**config.mk**
```make
export PLATFORM = sky130hd
export DESIGN_NAME = ptw_ctrl
export DESIGN_NICKNAME = d
export VERILOG_FILES = /design/src/ptw_pkg.sv /design/src/ptw_ctrl.sv
export SDC_FILE = /design/constraint.sdc
export NUM_CORES = 1
export LEC_CHECK = 0
export BUFFER_PORTS_ARGS = -buffer_cell sky130_fd_sc_hd__buf_2
export CORE_AREA = 2 2 39 41
export DETAILED_ROUTE_END_ITERATION = 7
export DIE_AREA = 0 0 41 43
export SYNTH_ARGS = -nofsm -noshare
export SYNTH_HDL_FRONTEND = slang
export SYNTH_SLANG_ARGS = --single-unit
```
**constraint.sdc**
```tcl
create_clock -name clk -period 2.9 [get_ports clk]
set_input_delay 0.58 -clock clk [delete_from_list [all_inputs] [get_ports clk]]
set_output_delay 0.58 -clock clk [all_outputs]
set_load 0.03 [all_outputs]
```
**src/ptw_pkg.sv**
```systemverilog
`timescale 1ns / 1ps
// ----------------------------------------------------------------------------
// ptw_pkg: shared types and constants of the page table walker
// Request and result payloads, controller command and status bundles,
// entry bit positions and the level index selector.
// ----------------------------------------------------------------------------
package ptw_pkg;

  // Memory and address geometry
  localparam int MEM_WORDS_DEF    = 4096;
  localparam int LEVEL_INDEX_BITS = 9;
  localparam int VA_W             = 48;
  localparam int PA_W             = 52;
  localparam int PAGE_OFS_W       = 12;
  localparam int FRAME_W          = PA_W - PAGE_OFS_W;
  localparam int WORD_IDX_W       = FRAME_W + LEVEL_INDEX_BITS;
  localparam int ENTRY_W          = 64;
  localparam int WRITE_IDX_W      = 12;
  localparam int LEVELS           = 4;
  localparam int LEVEL_W          = $clog2(LEVELS);

  // Entry bit positions
  localparam int PTE_PRESENT = 0;
  localparam int PTE_USER    = 2;
  localparam int PTE_LARGE   = 7;

  typedef enum logic {
    OP_WRITE     = 1'b0,
    OP_TRANSLATE = 1'b1
  } op_t;

  typedef enum logic [1:0] {
    ST_OK          = 2'd0,
    ST_NOT_PRESENT = 2'd1,
    ST_LARGE       = 2'd2,
    ST_OUTSIDE     = 2'd3
  } walk_status_t;

  // Source of a finished result
  typedef enum logic [1:0] {
    FIN_ZERO = 2'd0,
    FIN_ROOT = 2'd1,
    FIN_STEP = 2'd2
  } fin_src_t;

  typedef struct packed {
    op_t                    operation;
    logic [WRITE_IDX_W-1:0] word_index;
    logic [ENTRY_W-1:0]     word_data;
    logic [VA_W-1:0]        virt_addr;
  } ptw_in_t;

  typedef struct packed {
    logic [PA_W-1:0] phys_addr;
    walk_status_t    walk_status;
    logic            user_ok;
  } ptw_out_t;

  // Controller to datapath
  typedef struct packed {
    logic     clr_write;
    logic     start_write;
    logic     start_walk;
    logic     walk_step;
    fin_src_t fin_src;
    logic     out_load;
    logic     out_sel_hold;
    logic     load_hold;
  } ptw_cmd_t;

  // Datapath to controller
  typedef struct packed {
    logic clr_last;
    logic in_translate;
    logic root_inside;
    logic step_done;
    logic out_free;
  } ptw_sts_t;

  // Table index for one level of the virtual address (level 3 is the root)
  function automatic logic [LEVEL_INDEX_BITS-1:0] level_index(
    input logic [VA_W-1:0]    va,
    input logic [LEVEL_W-1:0] lvl
  );
    logic [LEVEL_INDEX_BITS-1:0] idx;
    case (lvl)
      2'd0:    idx = va[20:12];
      2'd1:    idx = va[29:21];
      2'd2:    idx = va[38:30];
      default: idx = va[47:39];
    endcase
    return idx;
  endfunction

endpackage

```
**src/ptw_ctrl.sv**
```systemverilog
`timescale 1ns / 1ps
// ----------------------------------------------------------------------------
// ptw_ctrl: page table walker sequencer
// Runs the clearing pass, accepts requests, steps the walk one level per
// cycle and routes finished results to the output or the hold register.
// ----------------------------------------------------------------------------
module ptw_ctrl
  import ptw_pkg::*;
(
  input  logic     clk,
  input  logic     rst_n,
  input  logic     in_valid,
  output logic     in_stall,
  input  ptw_sts_t sts,
  output ptw_cmd_t cmd
);

  typedef enum logic [1:0] {
    S_CLEAR,
    S_IDLE,
    S_WALK,
    S_DONE
  } state_t;

  state_t state_r, state_nxt;
  logic   in_stall_r;

  // Decode commands and next state
  always_comb begin
    cmd       = '0;
    state_nxt = state_r;
    case (state_r)
      S_CLEAR: begin
        cmd.clr_write = 1'b1;
        if (sts.clr_last) begin
          state_nxt = S_IDLE;
        end
      end
      S_IDLE: begin
        if (in_valid) begin
          if (sts.in_translate && sts.root_inside) begin
            cmd.start_walk = 1'b1;
            state_nxt      = S_WALK;
          end else begin
            cmd.start_write = !sts.in_translate;
            cmd.fin_src     = sts.in_translate ? FIN_ROOT : FIN_ZERO;
            if (sts.out_free) begin
              cmd.out_load = 1'b1;
            end else begin
              cmd.load_hold = 1'b1;
              state_nxt     = S_DONE;
            end
          end
        end
      end
      S_WALK: begin
        cmd.walk_step = 1'b1;
        if (sts.step_done) begin
          cmd.fin_src = FIN_STEP;
          if (sts.out_free) begin
            cmd.out_load = 1'b1;
            state_nxt    = S_IDLE;
          end else begin
            cmd.load_hold = 1'b1;
            state_nxt     = S_DONE;
          end
        end
      end
      S_DONE: begin
        if (sts.out_free) begin
          cmd.out_load     = 1'b1;
          cmd.out_sel_hold = 1'b1;
          state_nxt        = S_IDLE;
        end
      end
      default: begin
        state_nxt = S_IDLE;
      end
    endcase
  end

  // Hold state and the registered stall
  always_ff @(posedge clk) begin
    if (!rst_n) begin
      state_r    <= S_CLEAR;
      in_stall_r <= 1'b1;
    end else begin
      state_r    <= state_nxt;
      in_stall_r <= (state_nxt != S_IDLE);
    end
  end

  assign in_stall = in_stall_r;

  // Requests are taken only while idle
  a_stall_idle: assert property (@(posedge clk) disable iff (!rst_n)
    !in_stall |-> state_r == S_IDLE)
    else $error("input open outside idle state");

  // A walk never spans more than four level checks
  a_walk_bounded: assert property (@(posedge clk) disable iff (!rst_n)
    state_r == S_WALK |-> !($past(state_r, 1) == S_WALK && $past(state_r, 2) == S_WALK &&
                            $past(state_r, 3) == S_WALK && $past(state_r, 4) == S_WALK))
    else $error("walk longer than four levels");

endmodule

```
Word level (Yosys, flattened, before mapping)
Index checks and enable logic that the tools add are counted.
W data, S select, Z words.

storage, ports and cells
  flip-flop bits (word level) = 3
  word-level logic and storage cells = 37

operators by class
  eq/ne operators = 4
  multiplexer cells = 28
  reductions and logical operators = 3

operators by type and width
  kind                  number
  $mux W2               12
  $mux W1               11
  $pmux W2 S4           1
  $eq A2 B2 Y1 const B  2
  $pmux W2 S2           1
  $mux W3               1
  $pmux W1 S3           1
  $eq A2 B1 Y1 const B  1
  $logic_not A2 Y1      1
  $ne A2 B1 Y1 const B  1
  $pmux W1 S2           1
  $logic_and A1 B1 Y1   1
  $logic_not A1 Y1      1

Logic depth before layout (Yosys ltp)
  word-level depth = 5
  gate-level depth with buffers = 6
  depth with buffers taken out = 6

Worst setup path before layout
OpenSTA, ideal clock, no wires.

  kind = reg2out
  start point = register state_r[0]
  end point = output port cmd[0] in the netlist's numbering
  stages on the path, launching flop included = 5
  arrival = 1674 ps
  slack = 646 ps
  buffers on the path = 0
  cell sequence = dfxtp_1 inv_1 ha_1 a32oi_1 nor3b_1

RTL lines
  what                    line            source
  from (decl)             ptw_ctrl.sv:25  state_t state_r, state_nxt;
  from (signal assigned)  ptw_ctrl.sv:88  state_r <= state_nxt;
  to (decl)               ptw_ctrl.sv:15  output ptw_cmd_t cmd

==> metrics.txt <==
Placement Rows=14; Final Cycle Share=approximately three quarters; drt first pass iters=3; worst min-delay path class=in -> reg; core box area=around 0.0014 mm²; Worst R2R Setup Slack=approximately 1500 ps; Ys Warns=0; status=completed; CP arrival=around 1600 ps; final number of setup-violating endpoints=0; Clock Skew=1.964 ps; share of cells above drive strength 1=between 30% and 40%; gr usage total=under 10%; post-synth top area share=19.43%; port bufs=17; RR Endpoint=in_stall; total negative slack=0 ps; ys async rst share=0%; Area Overhead vs Synth=42.51%; WP data required=around 2300 ps; met3 usage=under 10%; Slew Viols, Final=0; reg2reg path depth=6; #FFs+latches synth=3; Die X-Extent=between 40 and 50 µm; die area=between 0.0015 and 0.002 mm²; Leak=roughly 0.00022 µW; Avg Cell Area, Syn=~8.1 µm²; GR peak layer=met2; Detailed Place HPWL=630.8 µm; EDFF count, synth=0; Top FF cell, synth=dfxtp_1; CP endpoint kind=primary output; cts hold-fix bufs=0; Reg-to-Reg Start=state_r[0]; Total Wirelength=around 780 µm; initial antenna violation count=0; pin count of the biggest net entering global routing=8; RSZ-0062 raised after global routing=no; CTS buffer count=3; ant diodes=0; worst-skew pair later-pin latency=230 ps; Die Ht=between 40 and 50 µm; CTS tree=built; CTS resizes=0; Slew HR=81.35%; CTS clk-pin slew, worst paths=40 ps; H-Tree Depth=1; Initial Util=22.33%; grt total ovfl=0; hold_ws=~600 ps; wire per inst=~10 µm; Boundary Pins=18; worst hold stages=2; antenna viol nets, final=0; Hold EP=state_r[1]; first-pass GRT wire length=roughly 1.2 mm; DRC violations left=0; Max Root-Sink Buffers=2; Crit Path Max Fanout=6; sequential-to-total area share from yosys stat=between 10% and 20%; Synth Cell Area=roughly 310 µm²; setup bufs post-CTS=0; Synth Instances=38; final hold viol count=0; vias in the first global route=roughly 300; area leader, netlist=dfxtp_1; largest cells by area after synthesis=dfxtp_1, ha_1, inv_1; Max VDD drop=0.1809 mV; Tightest Pin Transition=278.1 ps; Synth cell types=21; clock net sink count=3; clk root buf=clkbuf_4; Net Count, Synth=50; Fmax=approximately 470 MHz; kind of start point of the critical path=flip-flop; routability cong.=around 0.7; M1 GR Usage=between 10% and 20%; Initial DRC Count=3; total power=188.2 µW; MaxCap Viol Count=0; routed vias=between 300 and 400; power density over the cells=427.3 mW/mm²; Worst Min Path Start=rst_n; Final Critical Period=around 2100 ps; critical path type=reg -> out; Via density=approximately 4.6; Nets=72; met2 GRT Util=a little over an eighth
metrics by stage:
step	util, %	instances	worst slack (ps)	instance area, µm²
final	31.83	75	768.8	440.4
after global routing	31.83	75	621.2	440.4
after CTS	31.83	75	770.8	440.4
after detailed placement	29.93	71	985.8	414.1
after global placement	29.93	71	977.3	414.1
after floorplan	-	38	645.7	309.0
power by group:
group	switching (µW)	internal [µW]
clock network	20.5	51.5
registers	4.18	46.3
logic	42.9	22.7
registers in the layout, indices dropped and copies added, names as in the netlist:
| register | cells |
|---|---|
| in_stall | 1 |
| state_r | 2 |
cell usage after synthesis (2+ instances only):
master	instances
ha_1	4
nand2_1	4
nor2b_1	2
nor3b_1	2
inv_1	5
nor2_1	3
nand3_1	2
dfxtp_1	3
cell usage in the layout (no fill, tap or decap), types with 2 or more instances in the layout:
cell	instances
dfxtp_1	3
nor2_1	3
buf_2	17
inv_1	5
nor2b_1	2
nor3b_1	2
clkbuf_4	3
ha_1	4
nand3_1	2
nand2_1	4
how the worst max path moves through the flow:
stage / startpoint / endpoint / cells after the start
after floorplan: state_r[0] / cmd[0] / 4
after global placement: sts[3] / cmd[0] / 5
after detailed placement: sts[3] / cmd[0] / 5
after CTS: state_r[0] / cmd[2] / 6
after global routing: state_r[1] / cmd[0] / 5
final: state_r[0] / cmd[2] / 6
cell families after synthesis:
kind of cell | count (synthesis) | share of synthesized area (%)
compound gates | 9 | 28.34
flops | 3 | 19.43
fa+ha+maj | 4 | 16.19
mux | 1 | 3.239
buf+inv | 5 | 6.074
simple gates | 16 | 26.72
cell type report:
cell class / instances / area (µm²)
Sequential cell: 3 / 60.06
Fill cell: 155 / 943.4
Multi-Input combinational cell: 30 / 230.2
Tap cell: 16 / 20.02
Inverter: 5 / 18.77
Timing Repair Buffer: 17 / 85.08
Clock buffer: 4 / 26.28
critical path: stages (launching register included):
cell and delay (ps):
dfxtp_1 420, inv_1 90, ha_1 270, inv_1 160, nand2_1 70, a21oi_1 100, buf_2 210
routing by layer:
metal,routed length (µm),vias to the layer above
met3,77,0
li1,-,178
met5,0,-
met1,373,153
met4,0,0
met2,331,14
No activity file was read; power rests on OpenSTA's default activity.
